`src/rtl/assert_macros.svh`:
```
// Assertion helpers for the RTL.
`ifndef ASSERT_MACROS_SVH
`define ASSERT_MACROS_SVH

// Generic clocked assertion with explicit clock and active-low reset.
`define ASSERT_CLK_RST(lbl, clock, rstn, prop, msg) \
	lbl: assert property (@(posedge clock) disable iff (!rstn) prop) else $error(msg);

// Shorthand for the usual clk / arst_n pair.
`define GCS_ASSERT(lbl, prop, msg) \
	`ASSERT_CLK_RST(lbl, clk, arst_n, prop, msg)

`endif

```
`src/rtl/gcs_pkg.sv`:
```
`timescale 1ns / 1ps

package gcs_pkg;

	localparam int PIX_W = 8;
	// |(p - min) * (new_max - new_min) + (max - min) / 2| stays below 2^17
	localparam int NUM_W = 17;
	localparam int CNT_W = $clog2(NUM_W);

	localparam logic [1:0] FUNC_CLEAR   = 2'd0;
	localparam logic [1:0] FUNC_MEASURE = 2'd1;
	localparam logic [1:0] FUNC_SCALE   = 2'd2;

	localparam logic [1:0] REG_NEW_MIN = 2'd0;
	localparam logic [1:0] REG_NEW_MAX = 2'd1;

	typedef enum logic [1:0] {
		ST_IDLE,
		ST_MUL,
		ST_DIV,
		ST_DONE
	} st_t;

	typedef struct packed {
		logic             start;
		logic [NUM_W-1:0] dividend;
		logic [PIX_W-1:0] divisor;
	} div_ctrl_t;

	typedef struct packed {
		logic             busy;
		logic             done;
		logic [NUM_W-1:0] quotient;
	} div_stat_t;

endpackage

```
`src/rtl/gcs_div.sv`:
```
`timescale 1ns / 1ps

// Restoring unsigned divider, one quotient bit per cycle.
module gcs_div (
	input  logic              clk,
	input  logic              arst_n,
	input  gcs_pkg::div_ctrl_t ctrl,
	output gcs_pkg::div_stat_t stat
);
	import gcs_pkg::*;

	logic [NUM_W-1:0] dq_q;   // dividend shifts out, quotient shifts in
	logic [PIX_W-1:0] rem_q;
	logic [PIX_W-1:0] dvs_q;
	logic [CNT_W-1:0] cnt_q;
	logic             busy_q;
	logic             done_q;

	logic [PIX_W:0]   rem_sh;
	logic [PIX_W:0]   rem_sub;
	logic             ge;

	always_comb begin
		rem_sh  = {rem_q, dq_q[NUM_W-1]};
		rem_sub = rem_sh - {1'b0, dvs_q};
		ge      = rem_sh >= {1'b0, dvs_q};
	end

	always_ff @(posedge clk or negedge arst_n) begin
		if (!arst_n) begin
			busy_q <= 1'b0;
			done_q <= 1'b0;
			cnt_q  <= '0;
		end else if (ctrl.start) begin
			busy_q <= 1'b1;
			done_q <= 1'b0;
			cnt_q  <= CNT_W'(NUM_W - 1);
		end else if (busy_q) begin
			if (cnt_q == '0) begin
				busy_q <= 1'b0;
				done_q <= 1'b1;
			end else begin
				cnt_q <= cnt_q - 1'b1;
			end
		end else begin
			done_q <= 1'b0;
		end
	end

	always_ff @(posedge clk) begin
		if (ctrl.start) begin
			dq_q  <= ctrl.dividend;
			rem_q <= '0;
			dvs_q <= ctrl.divisor;
		end else if (busy_q) begin
			rem_q <= ge ? rem_sub[PIX_W-1:0] : rem_sh[PIX_W-1:0];
			dq_q  <= {dq_q[NUM_W-2:0], ge};
		end
	end

	assign stat.busy     = busy_q;
	assign stat.done     = done_q;
	assign stat.quotient = dq_q;

endmodule

```
`src/rtl/gray_contrast_stretch.sv`:
```
// Min/max contrast stretch of 8-bit gray pixels.
// Input channel (in_valid / in_stall, func, pixel): func 0 clears the stored
// min/max, func 1 folds pixel into them, func 2 rescales pixel, func 3 is
// dropped. Clear and measure transfers give no result.
// A scale transfer gives one result on the output channel (out_valid /
// out_stall, scaled_pixel): the numerator is formed, the restoring divider
// yields one quotient bit per cycle, the quotient is sign-fixed and offset
// into a result register, then the result enters the output register.
// A flat or empty measurement skips the divider and gives new_min.
// in_stall is high while a scale item is in flight. An unclaimed result
// sits in the output register while the next transfer is taken; a finished
// scale waits for the register to free up if the receiver stalls.
// Config port (cfg_valid / cfg_ready, cfg_index, cfg_data): index 0 new_min,
// index 1 new_max, others ignored; always ready.
// Reset: new_min 0, new_max 255, nothing measured, output empty.
`timescale 1ns / 1ps
`include "assert_macros.svh"

module gray_contrast_stretch (
	input  logic       clk,
	input  logic       arst_n,
	input  logic       in_valid,
	output logic       in_stall,
	input  logic [1:0] func,
	input  logic [7:0] pixel,
	output logic       out_valid,
	input  logic       out_stall,
	output logic [7:0] scaled_pixel,
	input  logic       cfg_valid,
	output logic       cfg_ready,
	input  logic [1:0] cfg_index,
	input  logic [7:0] cfg_data
);
	import gcs_pkg::*;

	st_t              state_q, state_d;
	logic [PIX_W-1:0] new_min_q, new_max_q;
	logic [PIX_W-1:0] seen_min_q, seen_max_q;
	logic             any_seen_q;
	logic             out_valid_q;
	logic [PIX_W-1:0] out_q;
	logic [PIX_W-1:0] pix_q;
	logic [PIX_W-1:0] res_q;
	logic             neg_q;

	logic             in_xfer, cfg_xfer, flat, load_out;
	logic signed [PIX_W:0]   diff, ndiff;
	logic signed [2*PIX_W+1:0] prod, num, num_neg;
	logic [PIX_W-1:0] odiff;
	logic [PIX_W-1:0] q8, res_d;
	div_ctrl_t        div_ctrl;
	div_stat_t        div_stat;

	assign in_xfer  = in_valid && !in_stall;
	assign cfg_xfer = cfg_valid && cfg_ready;
	assign flat     = !any_seen_q || (seen_max_q <= seen_min_q);

	// numerator: (p - min) * (new_max - new_min) + (max - min) / 2
	always_comb begin
		diff    = $signed({1'b0, pix_q}) - $signed({1'b0, seen_min_q});
		ndiff   = $signed({1'b0, new_max_q}) - $signed({1'b0, new_min_q});
		odiff   = seen_max_q - seen_min_q;
		prod    = diff * ndiff;
		num     = prod + $signed({{(PIX_W+3){1'b0}}, odiff[PIX_W-1:1]});
		num_neg = -num;
	end

	// divide magnitudes, restore the sign on the quotient (truncates to zero)
	always_comb begin
		q8    = div_stat.quotient[PIX_W-1:0];
		res_d = (neg_q ? (~q8 + 1'b1) : q8) + new_min_q;
	end

	always_comb begin
		state_d = state_q;
		case (state_q)
			ST_IDLE: begin
				if (in_xfer && func == FUNC_SCALE)
					state_d = flat ? ST_DONE : ST_MUL;
			end
			ST_MUL:  state_d = ST_DIV;
			ST_DIV: begin
				if (div_stat.done)
					state_d = ST_DONE;
			end
			ST_DONE: begin
				if (load_out)
					state_d = ST_IDLE;
			end
			default: state_d = ST_IDLE;
		endcase
	end

	always_comb begin
		in_stall          = (state_q != ST_IDLE);
		load_out          = (state_q == ST_DONE) && (!out_valid_q || !out_stall);
		div_ctrl.start    = (state_q == ST_MUL);
		div_ctrl.dividend = num[2*PIX_W+1] ? num_neg[NUM_W-1:0] : num[NUM_W-1:0];
		div_ctrl.divisor  = odiff;
	end

	gcs_div u_div (
		.clk   (clk),
		.arst_n(arst_n),
		.ctrl  (div_ctrl),
		.stat  (div_stat)
	);

	always_ff @(posedge clk or negedge arst_n) begin
		if (!arst_n) begin
			state_q     <= ST_IDLE;
			new_min_q   <= 8'd0;
			new_max_q   <= 8'd255;
			seen_min_q  <= 8'd255;
			seen_max_q  <= 8'd0;
			any_seen_q  <= 1'b0;
			out_valid_q <= 1'b0;
		end else begin
			state_q <= state_d;
			if (cfg_xfer) begin
				if (cfg_index == REG_NEW_MIN)
					new_min_q <= cfg_data;
				else if (cfg_index == REG_NEW_MAX)
					new_max_q <= cfg_data;
			end
			if (in_xfer) begin
				case (func)
					FUNC_CLEAR: begin
						seen_min_q <= 8'd255;
						seen_max_q <= 8'd0;
						any_seen_q <= 1'b0;
					end
					FUNC_MEASURE: begin
						if (pixel < seen_min_q)
							seen_min_q <= pixel;
						if (pixel > seen_max_q)
							seen_max_q <= pixel;
						any_seen_q <= 1'b1;
					end
					default: ;
				endcase
			end
			if (load_out)
				out_valid_q <= 1'b1;
			else if (!out_stall)
				out_valid_q <= 1'b0;
		end
	end

	always_ff @(posedge clk) begin
		if (in_xfer) begin
			pix_q <= pixel;
			res_q <= new_min_q;
		end
		if (state_q == ST_MUL)
			neg_q <= num[2*PIX_W+1];
		if (state_q == ST_DIV && div_stat.done)
			res_q <= res_d;
		if (load_out)
			out_q <= res_q;
	end

	assign out_valid    = out_valid_q;
	assign scaled_pixel = out_q;
	assign cfg_ready    = 1'b1;

	`GCS_ASSERT(a_out_from_done,
		$rose(out_valid_q) |-> $past(state_q == ST_DONE),
		"result without finished item")
	`GCS_ASSERT(a_div_done_in_div,
		div_stat.done |-> (state_q == ST_DIV),
		"divider finished outside divide phase")
	`GCS_ASSERT(a_div_busy_in_div,
		div_stat.busy |-> (state_q == ST_DIV),
		"divider busy outside divide phase")
	`GCS_ASSERT(a_flat_gives_min,
		(in_xfer && func == FUNC_SCALE && flat) |=>
			(state_q == ST_DONE && res_q == $past(new_min_q)),
		"flat measurement must give new_min")

endmodule

```
`config.mk`:
```
export PLATFORM = sky130hd
export DESIGN_NAME = gray_contrast_stretch
export DESIGN_NICKNAME = d
export VERILOG_FILES = /design/src/rtl/gcs_pkg.sv /design/src/rtl/gcs_div.sv /design/src/rtl/gray_contrast_stretch.sv
export VERILOG_INCLUDE_DIRS = /design/src /design/src/rtl
export SDC_FILE = /design/constraint.sdc
export NUM_CORES = 1
export LEC_CHECK = 0
export ABC_AREA = 1
export BUFFER_PORTS_ARGS = -buffer_cell sky130_fd_sc_hd__clkbuf_2
export CAP_MARGIN = 20
export CORE_ASPECT_RATIO = 1.5
export CORE_MARGIN = 2
export CORE_UTILIZATION = 50
export CTS_BUF_LIST = sky130_fd_sc_hd__clkbuf_4
export DETAILED_ROUTE_END_ITERATION = 10
export GPL_TIMING_DRIVEN = 0
export PLACE_DENSITY = 0.63
export SKIP_LAST_GASP = 1
export SLEW_MARGIN = 10
export SYNTH_ARGS = -nofsm -noshare
export SYNTH_HDL_FRONTEND = slang
export SYNTH_SLANG_ARGS = --single-unit
export TNS_END_PERCENT = 50
```
`constraint.sdc`:
```
create_clock -name clk -period 16.9 [get_ports clk]
set_input_delay 0.845 -clock clk [delete_from_list [all_inputs] [get_ports clk]]
set_output_delay 0.845 -clock clk [all_outputs]
set_load 0.02 [all_outputs]
```
**Yosys cells after proc, flatten, opt, wreduce, memory -nomap -nowiden**

Cells that the tools add are included.

- Add/sub/neg operators: 9
- $mul: 1
- Magnitude comparators: 4
- Equal/unequal tests: 14
- Mux-type cells: 28
- Bitwise logic cells: 2
- Reductions and logical operators: 25

Operator list:

| cell | count |
|---|---|
| $mux 17 | 3 |
| $mux 8 | 6 |
| $pmux 8 s2 | 2 |
| $add 18x8->18 | 1 |
| $mul 9x9->18 | 1 |
| $sub 8x8->9 | 2 |
| $neg 17->17 | 1 |
| $sub 8x8->8 | 2 |
| $mux 5 | 3 |
| $reduce_and 3->1 | 4 |
| $ne 2x2->1 const B | 5 |
| $ge 9x8->1 | 1 |
| $add 8x1->8 const B | 1 |
| $add 8x8->8 | 1 |
| $gt 8x8->1 | 1 |
| $le 8x8->1 | 1 |
| $lt 8x8->1 | 1 |
| $mux 1 | 8 |
| $mux 2 | 4 |
| $not 8->8 | 1 |
| $pmux 2 s4 | 1 |
| $reduce_bool 2->1 | 4 |
| $eq 2x1->1 const B | 3 |
| $eq 2x2->1 const B | 3 |
| other kinds (11) | 23 |

- Register bits: 101
- Input bits: 25
- Output and inout port bits: 11
- Word-level logic and storage cells: 100

**Logic depth before layout (Yosys ltp)**

- Depth after elaboration: 6
- Depth in mapped cells: 41
- Gate-level depth less buffers: 41

**By module**

Synthesis repeated with hierarchy kept, for this count alone.

- Cell total of the unflattened synthesis: 1,318
- Area total of the unflattened synthesis: 10,376.2 µm²

Modules (own cells, without submodules):

| module | instances | cells an instance | area each (µm²) |
|---|---|---|---|
| gray_contrast_stretch | 1 | 1,064 | 8,226.6 |
| gcs_div | 1 | 254 | 2,149.6 |

**Least setup slack after synthesis**

OpenSTA, ideal clock, no wires.

- Kind: register -> register
- From: register seen_min_q[0]
- To: register u_div.dq_q[3], data pin
- Data arrival time: 6.305 ns
- Data required time: 16.635 ns
- Setup slack: 10.330 ns
- Cell stages (with the launch flop): 34
- Path buffers: 1
- Path through: dfstp_2 -> ha_1 -> inv_1 -> fa_1 -> nand3_1 -> nand2_1 -> a21oi_1 -> o21ai_0 -> nand2_1 -> nand2_1 -> a21oi_1 -> nand2_1 -> inv_1 -> fa_1 -> fa_1 -> inv_1 -> fa_1 -> fa_1 -> inv_1 -> ha_1 -> ha_1 -> a21oi_1 -> o21ai_0 -> a21oi_1 -> nand2_1 -> nand2_1 -> nand2_1 -> nand3_1 -> nand2_2 -> buf_6 -> nand2_1 -> o21ai_0 -> nand2_1 -> o21ai_1

- Longest elaborated chain between the ends: 6

RTL lines:

| element | line | source |
|---|---|---|
| start, declared | gray_contrast_stretch.sv:38 | `logic [PIX_W-1:0] seen_min_q, seen_max_q;` |
| start signal, assigned | gray_contrast_stretch.sv:135 | `seen_min_q <= pixel;` |
| $sub 8x8->9 | gray_contrast_stretch.sv:60 | `diff = $signed({1'b0, pix_q}) - $signed({1'b0, seen_min_q});` |
| $mul 9x9->18 | gray_contrast_stretch.sv:63 | `prod = diff * ndiff;` |
| $add 18x8->18 (*) | gray_contrast_stretch.sv:64 | `num = prod + $signed({{(PIX_W+3){1'b0}}, odiff[PIX_W-1:1]});` |
| $neg 17->17 | gray_contrast_stretch.sv:65 | `num_neg = -num;` |
| $mux 17 (*) | gray_contrast_stretch.sv:98 | `div_ctrl.dividend = num[2*PIX_W+1] ? num_neg[NUM_W-1:0] : num[NUM_W-1:0];` |
| $mux 17 (*) | gcs_div.sv:51 | `if (ctrl.start) begin` |
| end signal, assigned | gcs_div.sv:52 | `dq_q <= ctrl.dividend;` |
| end signal, assigned | gcs_div.sv:57 | `dq_q <= {dq_q[NUM_W-2:0], ge};` |
| end, declared | gcs_div.sv:12 | `logic [NUM_W-1:0] dq_q;` |

Mark *: on every way between the ends. The rest lies on a longest branch, timed or not.
A chain may end at the register's enable or synchronous reset.

**Final worst setup path**

- From: register seen_min_q[0]
- To: register u_div.dq_q[4], data pin

The elaborated chain is that of the path after synthesis.

==> summary.md <==
| Metric | Value |
|---|---|
| Status | `complete, no violations` |
| Largest net degree at the start of global routing | `32` |
| Yosys warning total | `0` |
| IO Pins | `36` |
| Nature of the critical path endpoint | `flip-flop` |
| Crit-path max FO | `10` |
| HPWL after DPL | `18930 um` |
| Worst Path Arrival | `7810 ps` |
| Syn Inst Count | `1241` |
| Register area | `2758 um^2` |
| Footprint of the multi-input gates | `6173 um^2` |
| Full die area | `21080 um^2` |
| Tcrit/Tclk final | `44.74%` |
| Number of synthesized flops with an enable pin | `50` |
| Tmin final | `7561 ps` |
| Reg clk slew, reported paths | `190 ps` |
| Via count | `7995` |
| Seq/Total Area, Yosys | `27.70%` |
| HP Class | `in2async` |
| Net count after synthesis | `1451` |
| Cts bufs inserted | `9` |
| RSZ-0062 raised after global routing | `false` |
| Max-cap violations | `0` |
| Postcts setup bufs | `0` |
| Drt drc | `0` |
| Slew Limit Fails | `0` |
| Clock Skews | `38.00 ps` |
| Drt pass-1 iters | `5` |
| Global-route wire length before repair | `38630 um` |
| Setup TNS | `0 ps` |
| Final setup violation count | `0` |
| Peak Freq | `0.1323 GHz` |
| Most area-consuming cells after synthesis | `fa_1 16%, edfxtp_1 15%, ha_1 13%` |
| Unique masters post-synth | `43` |
| Grt ovf | `0` |
| # nets final | `1497` |
| CP Launch Type | `flip-flop` |
| Core area | `19630 um^2` |
| Number of fill cells | `1908` |
| RePlAce Congestion | `0.8677` |
| Share of cells above drive strength 1 | `6.889%` |
| Kind of critical path | `reg2reg` |
| Port bufs | `34` |
| CTS H-tree depth | `3` |
| Routed len/inst | `14.35 um` |
| Top cell by count, worst path | `nand2_1` |
| Most common flop cell mapped by yosys | `edfxtp_1` |
| Clock Latency Late Sink | `510 ps` |
| CP required | `17150 ps` |
| Cts hold-fix bufs | `0` |
| Initial antenna violation count | `1` |
| Worst slew pin tran | `833.9 ps` |
| CP max stage delay | `710 ps` |
| Starting Density | `50.72%` |
| Share of the synthesized area in the top cell type | `15.89%` |
| TritonCTS clock tree | `yes` |
| Hold Vio Cnt, Final | `0` |
| P&R area growth vs syn | `6.724%` |
| Routed Antenna Nets | `0` |
| PostCTS Resize Cnt | `0` |
| Die W | `119.2 um` |
| DRT Wirelength | `22290 um` |
| Mapped Area | `9955 um^2` |
| Gr usage total | `22.94%` |
| DRT iter0 DRCs | `322` |
| Slowest CP cell | `fa_1` |
| FP Rows | `63` |
| Vias in the first global route | `8298` |
| Slew headroom | `44.01%` |
| Clk sinks | `101` |
| FF+latch count, synth | `101` |
| Post-synthesis cell type with the largest combined area | `fa_1` |
| CTS max path bufs | `2` |
| Post-DR vias/cell | `5.148` |
| Post-synth ARST share | `42.57%` |
| Root Driver | `clkbuf_4` |
| Die height | `176.8 um` |
| Mean Syn Cell Area | `8.021 um^2` |
## cell families after synthesis
kind of cell	share of synthesized area, %
other cells	0.03767
buf+inv	10.28
simple gates	19.93
flops	27.70
xor+xnor	3.771
fa+ha+maj	29.21
compound gates	9.062
## final timing paths
| kind | from | end | slack [ps] | depth (start not counted) |
|---|---|---|---|---|
| max in group asynchronous | arst_n | new_max_q[0] | 16100 | 2 |
| setup reg to reg | seen_min_q[0] | u_div.dq_q[4] | 9340 | 33 |
| hold reg to reg | res_q[0] | scaled_pixel[0] | 440 | 0 |
| hold / removal | arst_n | seen_max_q[7] | 220 | 1 |
| setup / recovery | seen_min_q[0] | u_div.dq_q[4] | 9340 | 33 |
| min in group clk | res_q[0] | scaled_pixel[0] | 440 | 0 |
## synthesized netlist by cell type, types with 4 or more instances
cell      number
nand2_1      291
inv_1        251
ha_1         106
nor2_1        81
fa_1          79
o21ai_0       78
a21oi_1       61
nand3_1       60
edfxtp_1      50
xor2_1        32
dfrtp_1       27
dfstp_2       16
nand4_1       13
o21ai_1        9
xnor2_1        9
dfxtp_1        8
clkbuf_1       7
nand3b_1       7
or2_2          7
o21bai_1       6
nand3_2        4
nor3_1         4
o211ai_1       4
## sequential cells by signal, summed over array words and instances (netlist names), 8 cells and up
signal / flops
u_div.dq_q: 17
new_max_q: 8
new_min_q: 8
pix_q: 8
res_q: 8
scaled_pixel: 8
seen_max_q: 8
seen_min_q: 8
u_div.dvs_q: 8
u_div.rem_q: 8
## cell type report
cell class	instances	area share [%]
plain buffers	14	0.6949
well taps	260	3.062
clock inverters	7	0.7891
repair buffers	35	1.790
flip-flops and latches	101	25.96
inverters	253	8.939
multi-input cells	873	58.11
diodes	1	0.02355
clock buffers	9	0.6360
## per-layer routing
layer	vias up	global-route usage (%)	part of all wire, %
li1	4025	-	-
met1	3847	25.12	41
met2	95	45.83	56
met3	28	2.159	1.6
met4	0	7.093	2.0
met5	-	0	0
## cells in the final DEF, fill, tap and decap left out, types with 8 or more instances in the layout
master,n
nand3_1,60
o21ai_1,9
xor2_1,32
xnor2_1,9
a21oi_1,61
nand2_1,291
clkbuf_2,34
dfrtp_1,27
fa_1,79
dfstp_2,16
inv_1,251
o21ai_0,78
nor2_1,81
clkbuf_4,9
dfxtp_1,8
edfxtp_1,50
ha_1,106
nand4_1,13
## critical path, delay by kind of cell, from the launching register on
family	cells	cell delay, ps
buffers and inverters	5	490
adders and majority gates	8	3620
DFF	1	620
AOI/OAI and AO/OA	8	1320
and+or+nand+nor	12	1270
## metrics by stage
step	util, %	instances	setup slack, ps	hold slack [ps]	cell area (um^2)
2_1_floorplan	-	1241	10330	400.3	9955
3_3_place_gp	53.24	1535	9394	401.4	10450
3_5_place_dp	53.34	1536	9378	404.5	10470
4_1_cts	54.11	1552	9305	205.6	10620
5_1_grt	54.13	1553	8639	213.5	10620
6_report	54.13	1553	9339	219.5	10620
Power is not shown: default switching activity piles up to over one toggle a cycle in this logic, so the estimate is an artifact.
